<file path="src/rtl/mrcs_pkg.sv">
package mrcs_pkg;

	typedef enum logic [1:0] {
		CH_IDLE      = 2'd0,
		CH_BUSY_LOW  = 2'd1,
		CH_BUSY_HIGH = 2'd2,
		CH_COLLISION = 2'd3
	} chan_t;

	typedef enum logic [1:0] {
		ERR_NONE      = 2'd0,
		ERR_HIGH_HIGH = 2'd1,
		ERR_LOW_LOW   = 2'd2
	} dec_err_t;

	localparam int HALF_W    = 16;
	localparam int LIMIT_W   = 24;
	localparam int CFG_IDX_W = 2;
	localparam int BYTE_W    = 8;
	localparam int HALVES_PER_BYTE = 2 * BYTE_W;
	localparam int HIDX_W    = $clog2(HALVES_PER_BYTE);

	localparam logic [CFG_IDX_W-1:0] REG_HALF_BIT_TICKS  = 2'd0;
	localparam logic [CFG_IDX_W-1:0] REG_IDLE_TICKS      = 2'd1;
	localparam logic [CFG_IDX_W-1:0] REG_COLLISION_TICKS = 2'd2;

	localparam logic [HALF_W-1:0]  RST_HALF_BIT_TICKS  = 16'd8000;
	localparam logic [LIMIT_W-1:0] RST_IDLE_TICKS      = 24'd17600;
	localparam logic [LIMIT_W-1:0] RST_COLLISION_TICKS = 24'd17600;

	typedef struct packed {
		logic  level_edge;
		logic  timeout_fire;
		logic  msg_end;
		chan_t chan_next;
	} line_status_t;

endpackage

</file>
<file path="src/rtl/mrcs_line.sv">
module mrcs_line
	import mrcs_pkg::*;
#(
	parameter int TIMEOUT_WIDTH = 24
) (
	input  logic                clk,
	input  logic                arst_n,
	input  logic                advance,
	input  logic                level,
	input  logic [LIMIT_W-1:0]  idle_ticks,
	input  logic [LIMIT_W-1:0]  collision_ticks,
	output line_status_t        status
);

	chan_t                    chan_q, chan_d;
	logic                     last_level_q;
	logic [TIMEOUT_WIDTH-1:0] tmo_cnt_q, tmo_cnt_d, tmo_inc, tmo_limit;
	logic                     tmo_run_q, tmo_run_d;
	logic                     lvl_edge, fire;
	logic [31:0]              limit_wide;

	assign lvl_edge   = level != last_level_q;
	// limit is masked to the counter width
	assign limit_wide = {{(32-LIMIT_W){1'b0}},
		(chan_q == CH_BUSY_HIGH) ? idle_ticks : collision_ticks};
	assign tmo_limit  = limit_wide[TIMEOUT_WIDTH-1:0];
	// saturate at full scale
	assign tmo_inc    = (tmo_cnt_q != '1) ? tmo_cnt_q + 1'b1 : tmo_cnt_q;

	// next state
	always_comb begin
		chan_d    = chan_q;
		tmo_cnt_d = tmo_cnt_q;
		tmo_run_d = tmo_run_q;
		fire      = 1'b0;
		if (lvl_edge) begin
			unique case (chan_q) inside
				CH_IDLE, CH_BUSY_HIGH: chan_d = CH_BUSY_LOW;
				default:               chan_d = CH_BUSY_HIGH;
			endcase
			tmo_cnt_d = '0;
			tmo_run_d = 1'b1;
		end else if (tmo_run_q) begin
			tmo_cnt_d = tmo_inc;
			if (tmo_inc >= tmo_limit) begin
				fire      = 1'b1;
				chan_d    = level ? CH_IDLE : CH_COLLISION;
				tmo_run_d = 1'b0;
			end
		end
	end

	// outputs
	always_comb begin
		status.level_edge   = lvl_edge;
		status.timeout_fire = fire;
		status.msg_end      = fire & level;
		status.chan_next    = chan_d;
	end

	always_ff @(posedge clk or negedge arst_n) begin
		if (!arst_n) begin
			chan_q       <= CH_IDLE;
			last_level_q <= 1'b1;
			tmo_cnt_q    <= '0;
			tmo_run_q    <= 1'b0;
		end else if (advance) begin
			chan_q       <= chan_d;
			last_level_q <= level;
			tmo_cnt_q    <= tmo_cnt_d;
			tmo_run_q    <= tmo_run_d;
		end
	end

endmodule

</file>
<file path="src/rtl/mrcs_decode.sv">
module mrcs_decode
	import mrcs_pkg::*;
(
	input  logic              clk,
	input  logic              arst_n,
	input  logic              advance,
	input  logic              level,
	input  logic [HALF_W-1:0] half_bit_ticks,
	input  line_status_t      status,
	output logic              byte_valid,
	output logic [BYTE_W-1:0] data_byte,
	output dec_err_t          decode_error
);

	logic [HALF_W-1:0] phase_q, phase_d, phase_inc;
	logic [HIDX_W-1:0] hidx_q, hidx_d;
	logic              first_q, first_d;
	logic [BYTE_W-1:0] shift_q, shift_d;
	logic              sample, busy;

	assign phase_inc = phase_q + 1'b1;
	assign busy      = (status.chan_next == CH_BUSY_LOW) || (status.chan_next == CH_BUSY_HIGH);

	always_comb begin
		phase_d = phase_q;
		sample  = 1'b0;
		if (status.level_edge) begin
			phase_d = half_bit_ticks >> 1;
		end else if (phase_inc >= half_bit_ticks) begin
			phase_d = '0;
			sample  = 1'b1;
		end else begin
			phase_d = phase_inc;
		end
	end

	always_comb begin
		hidx_d       = hidx_q;
		first_d      = first_q;
		shift_d      = shift_q;
		byte_valid   = 1'b0;
		data_byte    = '0;
		decode_error = ERR_NONE;
		if (status.timeout_fire) begin
			hidx_d  = HIDX_W'(1);
			first_d = 1'b1;
		end
		// a fired timeout never leaves the channel busy, so no sample then
		if (sample && busy) begin
			if (!hidx_q[0]) begin
				first_d = level;
				hidx_d  = hidx_q + 1'b1;
			end else if (first_q == level) begin
				decode_error = level ? ERR_HIGH_HIGH : ERR_LOW_LOW;
			end else begin
				shift_d = {shift_q[BYTE_W-2:0], level};
				hidx_d  = hidx_q + 1'b1;
				if (hidx_q == HIDX_W'(HALVES_PER_BYTE - 1)) begin
					byte_valid = 1'b1;
					data_byte  = shift_d;
				end
			end
		end
	end

	always_ff @(posedge clk or negedge arst_n) begin
		if (!arst_n) begin
			phase_q <= '0;
			hidx_q  <= HIDX_W'(1);
			first_q <= 1'b1;
			shift_q <= '0;
		end else if (advance) begin
			phase_q <= phase_d;
			hidx_q  <= hidx_d;
			first_q <= first_d;
			shift_q <= shift_d;
		end
	end

endmodule

</file>
<file path="src/rtl/manchester_receiver_carrier_sense.sv">
// Manchester receiver with carrier sense. Each input item is one sample of the
// receive line (one tick). Every item yields exactly one result item carrying
// the channel state after that tick (idle, busy low, busy high, collision), a
// completed byte strobe with its data (MSB first, '10' decodes to 0, '01' to 1),
// the end-of-message flag raised when a high line times out to idle, and a
// decode error code for a high-high or low-low pair. For each item,
// the line tracker and the pair decoder update their state in the cycle the
// item is accepted and the result is held in an output register, so one item
// is accepted every cycle while the result side keeps up, and the input stalls
// only while a result waits untaken. Registers: 0 half_bit_ticks, 1 idle_ticks,
// 2 collision_ticks; write them only while the block is idle. cfg_ready is
// always high. TIMEOUT_WIDTH sets the width of the saturating edge timeout
// counter; the timeout limits are masked to that width.
module manchester_receiver_carrier_sense
	import mrcs_pkg::*;
#(
	parameter int TIMEOUT_WIDTH = 24
) (
	input  logic                 clk,
	input  logic                 arst_n,
	// sample channel
	input  logic                 in_valid,
	output logic                 in_ready,
	input  logic                 rx_level,
	// result channel
	output logic                 out_valid,
	input  logic                 out_ready,
	output logic [1:0]           channel_state,
	output logic                 byte_valid,
	output logic [BYTE_W-1:0]    data_byte,
	output logic                 message_end,
	output logic [1:0]           decode_error,
	// configuration write channel
	input  logic                 cfg_valid,
	output logic                 cfg_ready,
	input  logic [CFG_IDX_W-1:0] cfg_index,
	input  logic [LIMIT_W-1:0]   cfg_data
);

	logic [HALF_W-1:0]  half_bit_ticks_q;
	logic [LIMIT_W-1:0] idle_ticks_q;
	logic [LIMIT_W-1:0] collision_ticks_q;

	logic               advance;
	line_status_t       status;
	logic               dec_valid;
	logic [BYTE_W-1:0]  dec_byte;
	dec_err_t           dec_err;

	logic               out_valid_q;
	logic [1:0]         chan_q;
	logic               byte_valid_q;
	logic [BYTE_W-1:0]  data_byte_q;
	logic               msg_end_q;
	logic [1:0]         err_q;

	// accept a sample whenever the output register is empty or being drained
	assign in_ready  = !out_valid_q || out_ready;
	assign advance   = in_valid && in_ready;
	assign cfg_ready = 1'b1;

	// configuration registers; unknown indexes drop
	always_ff @(posedge clk or negedge arst_n) begin
		if (!arst_n) begin
			half_bit_ticks_q  <= RST_HALF_BIT_TICKS;
			idle_ticks_q      <= RST_IDLE_TICKS;
			collision_ticks_q <= RST_COLLISION_TICKS;
		end else if (cfg_valid && cfg_ready) begin
			unique case (cfg_index)
				REG_HALF_BIT_TICKS:  half_bit_ticks_q  <= cfg_data[HALF_W-1:0];
				REG_IDLE_TICKS:      idle_ticks_q      <= cfg_data;
				REG_COLLISION_TICKS: collision_ticks_q <= cfg_data;
				default: ;
			endcase
		end
	end

	// line level tracking, edge detect and timeout
	mrcs_line #(
		.TIMEOUT_WIDTH(TIMEOUT_WIDTH)
	) u_line (
		.clk            (clk),
		.arst_n         (arst_n),
		.advance        (advance),
		.level          (rx_level),
		.idle_ticks     (idle_ticks_q),
		.collision_ticks(collision_ticks_q),
		.status         (status)
	);

	// half-bit phase, pairing and byte assembly
	mrcs_decode u_decode (
		.clk           (clk),
		.arst_n        (arst_n),
		.advance       (advance),
		.level         (rx_level),
		.half_bit_ticks(half_bit_ticks_q),
		.status        (status),
		.byte_valid    (dec_valid),
		.data_byte     (dec_byte),
		.decode_error  (dec_err)
	);

	// result register: load on accept, drop valid once taken
	always_ff @(posedge clk or negedge arst_n) begin
		if (!arst_n) begin
			out_valid_q <= 1'b0;
		end else if (advance) begin
			out_valid_q <= 1'b1;
		end else if (out_ready) begin
			out_valid_q <= 1'b0;
		end
	end

	always_ff @(posedge clk) begin
		if (advance) begin
			chan_q       <= status.chan_next;
			byte_valid_q <= dec_valid;
			data_byte_q  <= dec_byte;
			msg_end_q    <= status.msg_end;
			err_q        <= dec_err;
		end
	end

	assign out_valid     = out_valid_q;
	assign channel_state = chan_q;
	assign byte_valid    = byte_valid_q;
	assign data_byte     = data_byte_q;
	assign message_end   = msg_end_q;
	assign decode_error  = err_q;

endmodule
</file>
<file path="config.mk">
export PLATFORM = sky130hd
export DESIGN_NAME = manchester_receiver_carrier_sense
export DESIGN_NICKNAME = d
export VERILOG_FILES = /design/src/rtl/mrcs_pkg.sv /design/src/rtl/mrcs_line.sv /design/src/rtl/mrcs_decode.sv /design/src/rtl/manchester_receiver_carrier_sense.sv
export SDC_FILE = /design/constraint.sdc
export NUM_CORES = 1
export LEC_CHECK = 0
export BUFFER_PORTS_ARGS = -buffer_cell sky130_fd_sc_hd__buf_2
export CORE_MARGIN = 3
export CORE_UTILIZATION = 60
export DETAILED_ROUTE_END_ITERATION = 16
export GPL_TIMING_DRIVEN = 0
export PLACE_DENSITY = 0.75
export SLEW_MARGIN = 20
export SYNTH_ARGS = -nofsm -noshare
export SYNTH_HDL_FRONTEND = slang
export SYNTH_SLANG_ARGS = --single-unit
</file>
<file path="constraint.sdc">
create_clock -name clk -period 8.4 [get_ports clk]
set_input_delay 1.68 -clock clk [delete_from_list [all_inputs] [get_ports clk]]
set_output_delay 1.68 -clock clk [all_outputs]
set_load 0.02 [all_outputs]
</file>
## Yosys cells after proc, flatten, opt, wreduce, memory -nomap -nowiden

Cells that the tools add are included.

| storage, ports and cells | value |
|---|---|
| bits in registers | 135 |
| bits in latches | 0 |
| memory bits (writable) | 0 |
| bits in read-only memories | 0 |
| input bits | 32 |
| output and inout bits | 17 |
| word-level logic and storage cells | 84 |
| memories | 0 |

| operators by class | value |
|---|---|
| add/subtract/negate cells | 3 |
| $mul | 0 |
| div/mod/pow operators | 0 |
| order comparisons | 2 |
| equality and inequality tests | 9 |
| shift operators | 0 |
| mux-type cells | 30 |
| bitwise operators | 5 |
| reductions and logical operators | 18 |

Operators by type and width:

| operator | count |
|---|---|
| 24-bit 2-to-1 mux | 4 |
| 16-bit 2-to-1 mux | 2 |
| 24-bit by 1-bit adder with 24-bit output, second input constant | 1 |
| 24-bit >= comparator | 1 |
| 24-bit != test, second input constant | 1 |
| 16-bit by 1-bit adder with 16-bit output, second input constant | 1 |
| 16-bit >= comparator | 1 |
| 4-bit 2-to-1 mux | 4 |
| 1-bit 2-to-1 mux | 14 |
| 2-bit 2-to-1 mux | 6 |
| 2-bit AND reduction | 4 |
| 2-bit equality test, second input constant | 3 |
| 4-bit by 1-bit adder with 4-bit output, second input constant | 1 |
| 2-bit by 1-bit equality test with 1-bit output, second input constant | 2 |
| 4-bit equality test, second input constant | 1 |
| 2-bit zero test | 2 |
| 1-bit inverter | 4 |
| 4-bit AND reduction | 1 |
| 2-bit nonzero test | 2 |
| 4-bit OR reduction | 1 |
| 3-bit AND reduction | 1 |
| 3-bit OR reduction | 1 |
| 1-bit logical AND | 2 |
| 1-bit logical OR | 2 |
| other kinds (5) | 5 |

## Depth between registers and ports, before layout

Gate-level depths: netlist of run 1.

| depth | value |
|---|---|
| depth in word-level cells | 11 |
| depth in mapped cells | 17 |
| depth with buffers taken out | 15 |

## Cells and area by module

A second synthesis of run 1 with hierarchy kept.

| second synthesis, totals | value |
|---|---|
| cell total of the unflattened synthesis | 740 |
| area total of the unflattened synthesis | 8,114.0 um^2 |

By module, submodules not included:

| module | instances | cells an instance | area each (um^2) | seq. area each (um^2) |
|---|---|---|---|---|
| mrcs_line | 1 | 335 | 2,945.3 | 701.9 |
| manchester_receiver_carrier_sense | 1 | 156 | 2,910.3 | 2,064.5 |
| mrcs_decode | 1 | 249 | 2,258.4 | 703.2 |

## Least setup slack after synthesis of run 1

Ideal clock, no wire load.

| timing | value |
|---|---|
| kind | register to register |
| from | register u_line.tmo_cnt_q[3] |
| to | register chan_q[1] (netlist: channel_state[1]), data pin |
| library setup time | 0.180 ns |
| data arrival time | 4.093 ns |
| data required time | 8.220 ns |
| path slack | 4.127 ns |
| cell stages (with the launch flop) | 17 |
| buffers on the path | 3 |
| clock period less this slack | 4.273 ns |
| cells stage by stage | dfrtp_1 -> buf_2 -> and4_1 -> nand4_4 -> or4_1 -> buf_2 -> or3_4 -> xnor2_1 -> ha_1 -> nand4_1 -> nor4_1 -> o211ai_1 -> o211ai_1 -> nand2_1 -> clkbuf_1 -> a21o_1 -> a221oi_1 |

RTL lines:

| element | line | source |
|---|---|---|
| from (decl) | mrcs_line.sv:17 | `logic [TIMEOUT_WIDTH-1:0] tmo_cnt_q, tmo_cnt_d, tmo_inc, tmo_limit;` |
| from (signal assigned) | mrcs_line.sv:70 | `tmo_cnt_q <= tmo_cnt_d;` |
| to (signal assigned) | manchester_receiver_carrier_sense.sv:117 | `chan_q <= status.chan_next;` |
| to (decl) | manchester_receiver_carrier_sense.sv:51 | `logic [1:0] chan_q;` |

==> results by group, run 1 <==
Drt
  • Final wirelength: 18,300 um
  • Via count: 6,075
  • 1st-pass router iterations: 5
  • Initial DRC Count: 451
  • Wire length per cell: 18.2 um
  • Avg Vias per Cell: 6.04
  • Final ANT Viol Nets: 0
  • Remaining DRCs: 0

Synth
  • Post-synth top area share: 33.6%
  • Post-Syn Instances: 758
  • Area leader, netlist: dfrtp_1
  • Post-synth EDFFs: 14
  • Ys flop type: dfrtp_1
  • Yosys reg bits: 135
  • Share of flip-flops with an asynchronous set or reset: 89.6%
  • Cell area after synthesis: 7750 sq um
  • Synth top area cells: dfrtp_1, mux2_2, ha_1, dfstp_2, edfxtp_1
  • Syn_nets: 833
  • YS warnings: 0
  • Synth cell types: 72
  • Synthesized area per cell: 10.2 sq um
  • Seq/Total Area, Yosys: 44.8%

Critical path
  • Peak per-stage delay on the critical path: 730 ps
  • Crit-path slowest cell: a211oi_1
  • Req. time, crit path: 8630 ps
  • CP bufs+invs: 2
  • CP Launch Type: flip-flop
  • WS Path Type: reg2reg
  • Worst Setup End Kind: flip-flop
  • Worst Path Arrival: 5590 ps
  • Delay-heaviest family, CP: compound AO/OA/AOI/OAI gates
  • CP Cell Sequence: buf_2 > and4_1 > nand4_4 > a211oi_1 > nand2_1 > nor2_1 > nand3_1 > xnor2_1 > ha_1 > nand4_1 > nor4_1 > o211ai_1 > o211ai_1 > nand2_1 > clkbuf_1 > a21o_1 > a221oi_1
  • Reg-to-reg setup timing slack: 3040 ps
  • Maximum fanout along the worst path: 10

Run
  • Max Cap Viol: 0

Timing
  • Final clock skew: 12.6 ps
  • RSZ-0062 raised after global routing: false
  • Hold Fails Final Rpt: 0
  • # setup viols final: 0
  • Post-route minimum period: 5360 ps
  • Worst slew pin tran: 825 ps
  • Fmax: 0.187 GHz
  • Final Cycle Share: 63.8%
  • Max Slew Vio Count: 0
  • Total Negative Setup Slacks: 0 ps
  • Slew HR: 44.8%
  • Hold WS: 502 ps

Pwr
  • Seq pwr share: 39.8%
  • Leakage power: 0.00384 uW
  • Total power: 2140 uW
  • Pwr per Cell Area: 242 nW/um^2
  • Peak VDD IR: 179 uV
  • Sw Share: 32.4%
  • Combinational Power Share: 25.8%
  • Clock power share: 34.4%
  • Int Pwr: 1440 uW
  • Sw Pwr: 691 uW

Cells and area
  • Design Area, Final: 8810 sq um
  • Commonest cells after routing, fill and taps aside: dfrtp_1, nand2_1, mux2_2
  • Commonest non-fill, non-tap cell in the layout: dfrtp_1
  • # fillers: 913
  • Antenna diodes: 0
  • Synth-to-layout area growth: 13.7%
  • Share of cells above drive strength 1: 21.6%
  • NumNets Final: 900

Clocking
  • Cts hold-fix bufs: 0
  • CTS Sinks: 135
  • Clk pin slew, worst setup/hold paths: 60 ps
  • CTS tree: done
  • Clock latency on the worst-skew pair: 430 ps
  • Clk root buf: clkbuf_16
  • Max Buffers Root-to-Sink: 2
  • H-Tree Depth: 4
  • CTS buffer count: 17
  • Post-CTS Setup Inserts: 0
  • PostCTS Resize Cnt: 0

Placed design
  • DP Area: 8230 sq um
  • HPWL Detailed: 13,100 um
  • GP Congestion: 0.888
  • I/O Buffers: 47

Die
  • Starting Density: 62.9%
  • Die height: 120 um
  • Core area: 12,300 sq um
  • Die Area: 14,300 sq um
  • Rows: 40
  • IO Pins: 49
  • Die W: 120 um

GRT
  • GRT Residual Overflow: 0
  • Met3 usage: 5.98%
  • Gr usage total: 26.6%
  • M2 GR Usage: 41.8%
  • Initial antenna violation count: 0
  • Pin count of the biggest net entering global routing: 74
  • Number of global-route vias before repair: 6,029
  • First-pass GRT wire length: 30,100 um
  • Most used routing layer: met2
  • Met1 Track Usage GR: 36.8%

Worst hold path
  • Hold Crit Class: reg2reg

Status
  • Status: complete, no violations
[worst paths after layout]
kind / from / end / cells after the start
worst max-delay path: u_line.tmo_cnt_q[3]$_DFFE_PN0P_ / channel_state[1]$_DFFE_PP_ / 17
worst min-delay path: collision_ticks_q[3]$_DFFE_PN0P_ / collision_ticks_q[3]$_DFFE_PN0P_ / 1
worst max register to register: u_line.tmo_cnt_q[3]$_DFFE_PN0P_ / channel_state[1]$_DFFE_PP_ / 17
worst min register to register: collision_ticks_q[3]$_DFFE_PN0P_ / collision_ticks_q[3]$_DFFE_PN0P_ / 1
max in group asynchronous: arst_n / collision_ticks_q[10]$_DFFE_PN1P_ / 2
min in group asynchronous: arst_n / u_line.tmo_cnt_q[15]$_DFFE_PN0P_ / 1
[registers in the layout, indices dropped and copies added (netlist names), 2 cells and up, named ones only]
name and cells:
channel_state 2, collision_ticks_q 24, data_byte 8, decode_error 2
half_bit_ticks_q 16, idle_ticks_q 24, u_decode.hidx_q 3, u_decode.phase_q 16
u_decode.shift_q 7, u_line.chan_q 2, u_line.tmo_cnt_q 24
[metal layers]
| layer | wire length [um] | part of all wire (%) |
|---|---|---|
| met5 | 0 | 0 |
| met4 | 343 | 1.9 |
| met3 | 1030 | 5.6 |
| met2 | 8560 | 47 |
| met1 | 8390 | 46 |
[power by group through the flow]
| stage | Sequential (uW) | Clock, uW | Combinational (uW) |
|---|---|---|---|
| 2_1_floorplan | 844 | 0 | 395 |
| 3_3_place_gp | 853 | 0 | 513 |
| 3_5_place_dp | 859 | 0 | 540 |
| 4_1_cts | 849 | 745 | 547 |
| 5_1_grt | 864 | 774 | 612 |
| 6_report | 851 | 734 | 551 |
[kinds of logic (layout without fill, tap and decap cells)]
group	Yosys count	in the layout	synth area share, %
AND/OR/NAND/NOR	225	225	15.0
AO/OA/AOI/OAI	164	164	13.6
flip-flops	135	135	44.8
multiplexers	84	84	11.8
buffers and inverters	71	151	3.94
adder cells (fa/ha/maj)	43	43	6.94
XOR/XNOR	35	35	3.96
other	1	1	0.0484
[cell usage after synthesis (2+ instances only)]
cell type / instances
dfstp_2: 17
nor4b_1: 3
inv_1: 29
a221o_1: 2
or2_2: 2
a21o_1: 7
o2bb2ai_1: 6
nand3_1: 28
nand3b_1: 2
or3_1: 3
buf_2: 4
and3_1: 5
nor3_1: 5
mux2_2: 60
nor2_1: 43
a211oi_1: 2
a21oi_1: 37
nor4_1: 3
edfxtp_1: 14
o21ai_0: 49
and4_1: 3
nand2b_1: 3
a31oi_1: 9
xor2_1: 11
a22oi_1: 4
a32oi_1: 8
and2_1: 11
a22o_1: 4
clkbuf_1: 32
o211ai_1: 5
o21a_1: 5
o31ai_1: 11
nand2_1: 78
nand4_1: 15
mux2i_1: 24
buf_6: 4
a221oi_1: 2
dfrtp_1: 104
ha_1: 43
xnor2_1: 24
or4_1: 6
[area by class of cell]
type                    count  area, sq um  area share, %
multi-input cells         552         3980           45.1
clock inverters            12          114           1.29
well taps                 168          210           2.39
clock buffers              20          468           5.31
plain buffers              42          198           2.24
flip-flops and latches    135         3470           39.4
inverters                  29          109           1.24
repair buffers             48          269           3.05
[through the flow]
stage | setup slack, ps | util (%) | cells
after floorplan | 4130 | - | 758
after global placement | 3220 | 66.6 | 973
after detailed placement | 3130 | 66.8 | 974
after CTS | 3090 | 71.6 | 1006
after global routing | 2540 | 71.6 | 1006
final | 3040 | 71.6 | 1006
Power figures use the tool's default switching activity.
==> run 2, diff against run 1 <==
Settings changed: CORE_UTILIZATION 60 to 55, PLACE_DENSITY 0.75 to 0.72.
Clock period 8.4 ns to 4.41 ns, I/O delays scaled along.
==> run 2 against run 1 <==
Compared with the run above: non-clock buffer count is 19 higher; total power grew 92%; wire length grew 4.1%; largest cell class unchanged; highest routed layer unchanged; via count up 2.4%; clock power up 92%.
==> results by group, run 2 (synthesis gave the netlist of run 1 again) <==
Cells and area
  • Final Non-Filler Cells: 1,033
  • Largest regs: collision_ticks_q (24), idle_ticks_q (24), u_line.tmo_cnt_q (24)
  • Fin util: 67.4%
  • Commonest non-fill, non-tap cell in the layout: dfrtp_1
  • Design Area, Final: 9100 sq um
  • Register cell area after layout: 3470 sq um
  • Share of cells above drive strength 1: 26.0%
  • # fillers: 1,030
  • Synth-to-layout area growth: 17.4%
  • Commonest cells after routing, fill and taps aside: dfrtp_1, nand2_1, mux2_2
  • Multi-input logic area: 4070 sq um
  • Antenna diodes: 0
  • NumNets Final: 919

Placed design
  • I/O Buffers: 47
  • DP Area: 8240 sq um
  • GP Congestion: 0.891
  • Cell count after placement: 982
  • HPWL Detailed: 13,300 um

Timing
  • Final Cycle Share: 99.8%
  • Total Negative Setup Slacks: 0 ps
  • Worst slew pin tran: 857 ps
  • Post-route minimum period: 4400 ps
  • Max Slew Vio Count: 0
  • RSZ-0062 raised after global routing: true
  • Final clock skew: 6.34 ps
  • Slew HR: 42.3%
  • # setup viols final: 0
  • Hold WS: 369 ps
  • Hold Fails Final Rpt: 0
  • Fmax: 0.227 GHz

Pwr
  • Int Pwr: 2770 uW
  • Sw Pwr: 1330 uW
  • Clock power share: 34.4%
  • Pwr per Cell Area: 451 nW/um^2
  • Peak VDD IR: 368 uV
  • Combinational Power Share: 26.0%
  • Seq pwr share: 39.6%
  • Sw Share: 32.5%
  • Leakage power: 0.00399 uW

Worst hold path
  • Hold Crit Class: in2async

Drt
  • Final ANT Viol Nets: 0
  • 1st-pass router iterations: 6
  • Via count: 6,222
  • Avg Vias per Cell: 6.02
  • Wire length per cell: 18.5 um
  • Remaining DRCs: 0
  • Initial DRC Count: 466
  • Final wirelength: 19,100 um

Die
  • Die Area: 15,600 sq um
  • Starting Density: 57.4%
  • Core area: 13,500 sq um
  • IO Pins: 49
  • Die height: 125 um
  • Rows: 42
  • Die W: 125 um

Critical path
  • Req. time, crit path: 4630 ps
  • CP bufs+invs: 4
  • Delay-heaviest family, CP: simple AND/OR/NAND/NOR gates
  • WS Path Type: reg2reg
  • Peak per-stage delay on the critical path: 510 ps
  • Maximum fanout along the worst path: 5
  • Crit-path slowest cell: or4_4
  • Worst Setup End Kind: flip-flop
  • Worst Path Arrival: 4630 ps
  • CP Launch Type: flip-flop
  • CP Cell Sequence: nand4_1 > buf_4 > or4_4 > buf_6 > or3_4 > xnor2_2 > ha_1 > nand4_1 > nor4_4 > o211ai_1 > o211ai_1 > buf_4 > nand2_4 > buf_6 > a21o_1 > a221oi_2

Clocking
  • Clock latency on the worst-skew pair: 430 ps
  • CTS tree: done
  • Clk pin slew, worst setup/hold paths: 60 ps
  • CTS Sinks: 135
  • Cts hold-fix bufs: 0
  • Max Buffers Root-to-Sink: 2
  • Clk root buf: clkbuf_16
  • H-Tree Depth: 4
  • CTS buffer count: 17

GRT
  • Pin count of the biggest net entering global routing: 79
  • First-pass GRT wire length: 30,300 um
  • Gr usage total: 24.1%
  • Number of global-route vias before repair: 6,008
  • GRT Residual Overflow: 0
  • Initial antenna violation count: 0

Run
  • Max Cap Viol: 0

Status
  • Status: complete, no violations
[run 2: final timing paths]
| kind | from | to | slack, ps | cells after the start |
|---|---|---|---|---|
| max reg2reg | u_line.tmo_cnt_q[13]$_DFFE_PN0P_ | channel_state[1]$_DFFE_PP_ | 7 | 16 |
| max in group asynchronous | arst_n | u_decode.hidx_q[0]$_DFFE_PN1P_ | 3270 | 2 |
| max | u_line.tmo_cnt_q[13]$_DFFE_PN0P_ | channel_state[1]$_DFFE_PP_ | 7 | 16 |
| min | arst_n | idle_ticks_q[20]$_DFFE_PN0P_ | 370 | 1 |
| min reg2reg | collision_ticks_q[2]$_DFFE_PN0P_ | collision_ticks_q[2]$_DFFE_PN0P_ | 510 | 1 |
| min in group clk | collision_ticks_q[2]$_DFFE_PN0P_ | collision_ticks_q[2]$_DFFE_PN0P_ | 510 | 1 |
[run 2: power by group through the flow]
stage,clock (uW),sequential [uW],combinational (uW)
finish,1410,1630,1060
global route,1490,1650,1190
CTS,1430,1620,1040
detailed placement,0,1640,1030
global placement,0,1630,981
floorplan,0,1610,751
[run 2: worst register-to-register path: cells and delay by family (launching register included)]
family / cells / cell delay (ps)
AND/OR/NAND/NOR: 6 / 1830
adder cells (fa/ha/maj): 1 / 290
XOR/XNOR: 1 / 160
flip-flops: 1 / 410
buffers and inverters: 4 / 670
AO/OA/AOI/OAI: 4 / 820
[run 2: what timing repair did]
action / 4_1_cts / 5_1_grt
buffers inserted: 5 / 17
pin swaps: 4 / 15
resized for setup: 10 / 31
setup endpoints to repair: 29 / 35
[run 2: routing by layer]
| layer | vias to the layer above | share of wire (%) | global-route usage, % |
|---|---|---|---|
| met4 | 0 | 1.2 | 5.87 |
| met1 | 3087 | 45 | 34.4 |
| met3 | 23 | 5.3 | 4.55 |
| met2 | 186 | 48 | 38.2 |
| met5 | - | 0 | 0 |
| li1 | 2926 | - | - |
[run 2: cell type report]
class / instances / share of cell area, %
Multi-Input combinational cell: 552 / 44.7
Clock inverter: 14 / 1.62
Sequential cell: 135 / 38.2
Inverter: 29 / 1.20
Clock buffer: 18 / 4.72
Tap cell: 176 / 2.42
Buffer: 39 / 2.38
Timing Repair Buffer: 70 / 4.81
[run 2: stage by stage]
step | total power [uW] | setup WS, ps
2_1_floorplan | 2360 | 137
3_5_place_dp | 2670 | -1050
5_1_grt | 4330 | -154
6_report | 4100 | 7.03
3_3_place_gp | 2610 | -812
4_1_cts | 4090 | -27.8
==> run 3, diff against run 2 <==
Settings changed: CELL_PAD_IN_SITES_DETAIL_PLACEMENT set to 2, CELL_PAD_IN_SITES_GLOBAL_PLACEMENT set to 2, CORE_UTILIZATION 55 to 36.
==> run 3 against run 2 <==
Compared with the run above: the flow now finishes with violations (negative setup slack); count of clock-buffer cells in the layout stayed put; setup slack worse by 65 ps; fmax is 1.4% lower; clock power is 6% higher.
==> results by group, run 3 (synthesis gave the netlist of run 1 again) <==
Status
  • Status: complete, but fails checks
  • Failing checks: negative setup slack

Timing
  • Worst slew pin tran: 941 ps
  • Post-route minimum period: 4470 ps
  • Final Cycle Share: 101%
  • Total Negative Setup Slacks: -617 ps
  • PnR worst setup slack: -57.5 ps
  • # setup viols final: 18
  • Final clock skew: 15.8 ps
  • Hold WS: 387 ps
  • Max Slew Vio Count: 0
  • RSZ-0062 raised after global routing: true
  • Slew HR: 37.0%
  • Fmax: 0.224 GHz
  • Hold Fails Final Rpt: 0

Die
  • IO Pins: 49
  • Starting Density: 36.8%
  • Rows: 53
  • Die Area: 23,300 sq um
  • Core area: 21,100 sq um
  • Die height: 153 um
  • Die W: 153 um

Placed design
  • GP Congestion: 0.782
  • DP Area: 8360 sq um
  • HPWL Detailed: 17,300 um
  • I/O Buffers: 47

Critical path
  • CP Launch Type: flip-flop
  • Req. time, crit path: 4710 ps
  • Worst Path Arrival: 4770 ps
  • Reg-to-reg setup timing slack: -60 ps
  • Worst r2r path cells: 18
  • WS Path Type: reg2reg
  • Worst Setup End Kind: flip-flop
  • CP Cell Sequence: buf_6 > and4_4 > nand4_4 > or4_4 > buf_6 > or3_4 > xnor2_2 > ha_1 > nand4_1 > buf_4 > nor2_1 > a222oi_1 > o211ai_1 > buf_4 > nand2_4 > nand4_1 > buf_6 > mux2_4
  • Peak per-stage delay on the critical path: 570 ps
  • Crit-path slowest cell: or4_4
  • Most used cell, CP: buf_6
  • Maximum fanout along the worst path: 9
  • R2r startpoint: u_line.tmo_cnt_q[3]$_DFFE_PN0P_
  • Worst Setup SP: u_line.tmo_cnt_q[3]$_DFFE_PN0P_

Drt
  • Avg Vias per Cell: 5.60
  • Via count: 6,392
  • Remaining DRCs: 0
  • Initial DRC Count: 243
  • Final wirelength: 26,000 um
  • 1st-pass router iterations: 4
  • Wire length per cell: 22.7 um
  • Final ANT Viol Nets: 0

Clocking
  • CTS buffer count: 17
  • H-Tree Depth: 4
  • Clk root buf: clkbuf_16
  • CTS Sinks: 135
  • CTS tree: done
  • Cts hold-fix bufs: 0
  • Clock latency on the worst-skew pair: 430 ps
  • Max Buffers Root-to-Sink: 2
  • Clk pin slew, worst setup/hold paths: 70 ps

Cells and area
  • Design Area, Final: 9400 sq um
  • Antenna diodes: 0
  • Multi-input logic area: 4140 sq um
  • Register cell area after layout: 3470 sq um
  • Commonest non-fill, non-tap cell in the layout: dfrtp_1
  • Synth-to-layout area growth: 21.3%
  • Largest regs: collision_ticks_q (24), idle_ticks_q (24), u_line.tmo_cnt_q (24)
  • Commonest cells after routing, fill and taps aside: dfrtp_1, nand2_1, mux2_2
  • Share of cells above drive strength 1: 28.7%
  • # fillers: 2,236
  • NumNets Final: 929

Pwr
  • Combinational Power Share: 27.3%
  • Sw Share: 34.7%
  • Leakage power: 0.00411 uW
  • Pwr per Cell Area: 458 nW/um^2
  • Seq pwr share: 38.0%
  • Sw Pwr: 1490 uW
  • Peak VDD IR: 271 uV
  • Int Pwr: 2810 uW
  • Clock power share: 34.7%

GRT
  • Pin count of the biggest net entering global routing: 81
  • GRT Residual Overflow: 0
  • Gr usage total: 21.6%
  • First-pass GRT wire length: 40,000 um
  • Number of global-route vias before repair: 7,016
  • Initial antenna violation count: 0

Worst hold path
  • Hold Crit Class: in2async

Run
  • Max Cap Viol: 0
[run 3: cell types whose count changed in the layout (fill, tap and decap cells not counted), sizes merged]
cell / previous run / this run
buf: 82 / 93
inv: 35 / 37
clkbuf: 45 / 44
clkinv: 5 / 2
clkinvlp: 1 / 2
[run 3: cell type report]
class                           instances  share of cell area [%]
Clock buffer                           18                    4.67
Multi-Input combinational cell        552                    44.0
Sequential cell                       135                    36.9
Clock inverter                         14                    1.69
Timing Repair Buffer                   82                    5.62
Inverter                               29                    1.16
Tap cell                              275                    3.66
Buffer                                 37                    2.26
[run 3: stage by stage]
stage	std cells	util (%)	power (uW)	setup WS (ps)
final	1142	44.6	4310	-57.5
after global routing	1142	44.6	4550	-253
after global placement	1080	39.5	2650	-1060
after floorplan	758	-	2360	137
after CTS	1119	43.1	4290	-43.5
after detailed placement	1081	39.7	2750	-1320
[run 3: what timing repair did]
item                       in CTS  in global routing
gates resized for setup        20                 38
hold endpoints to repair        0                  0
pin swaps                       3                 16
setup endpoints to repair      40                 41
buffers inserted                8                 26
[run 3: critical path: cells and delay by family, from the launching register on]
kind	cells	cell delay [ps]
adders and majority gates	1	310
DFF	1	370
xor gates and xnor gates	1	140
buffers and inverters	5	800
muxes	1	300
and+or+nand+nor	8	1830
AOI/OAI and AO/OA	2	580
[run 3: how the worst min path moves through the flow]
| stage | startpoint | to | slack, ps |
|---|---|---|---|
| final | arst_n | u_decode.hidx_q[3]$_DFFE_PN0P_ | 390 |
| after global routing | arst_n | out_valid$_DFFE_PN0P_ | 420 |
| after CTS | arst_n | u_decode.hidx_q[2]$_DFFE_PN0P_ | 390 |
| after detailed placement | collision_ticks_q[20]$_DFFE_PN0P_ | collision_ticks_q[20]$_DFFE_PN0P_ | 490 |
| after global placement | u_decode.shift_q[6]$_DFFE_PN0P_ | u_decode.shift_q[6]$_DFFE_PN0P_ | 480 |
| after floorplan | half_bit_ticks_q[4]$_DFFE_PN0P_ | u_decode.phase_q[3]$_DFFE_PN0P_ | 460 |
[run 3: per-layer routing]
metal	wire, um	vias up	track usage, %	part of all wire [%]
met5	0	-	0	0
li1	-	2946	-	-
met4	319	0	5.09	1.2
met3	509	22	3.04	2.0
met2	13200	88	37.6	51
met1	11900	3336	28.6	46
[run 3: power by group through the flow]
| stage | clock [uW] | combinational, uW | sequential [uW] |
|---|---|---|---|
| floorplan | 0 | 751 | 1610 |
| global placement | 0 | 1020 | 1630 |
| detailed placement | 0 | 1100 | 1650 |
| CTS | 1510 | 1140 | 1640 |
| global route | 1570 | 1320 | 1670 |
| finish | 1490 | 1180 | 1640 |
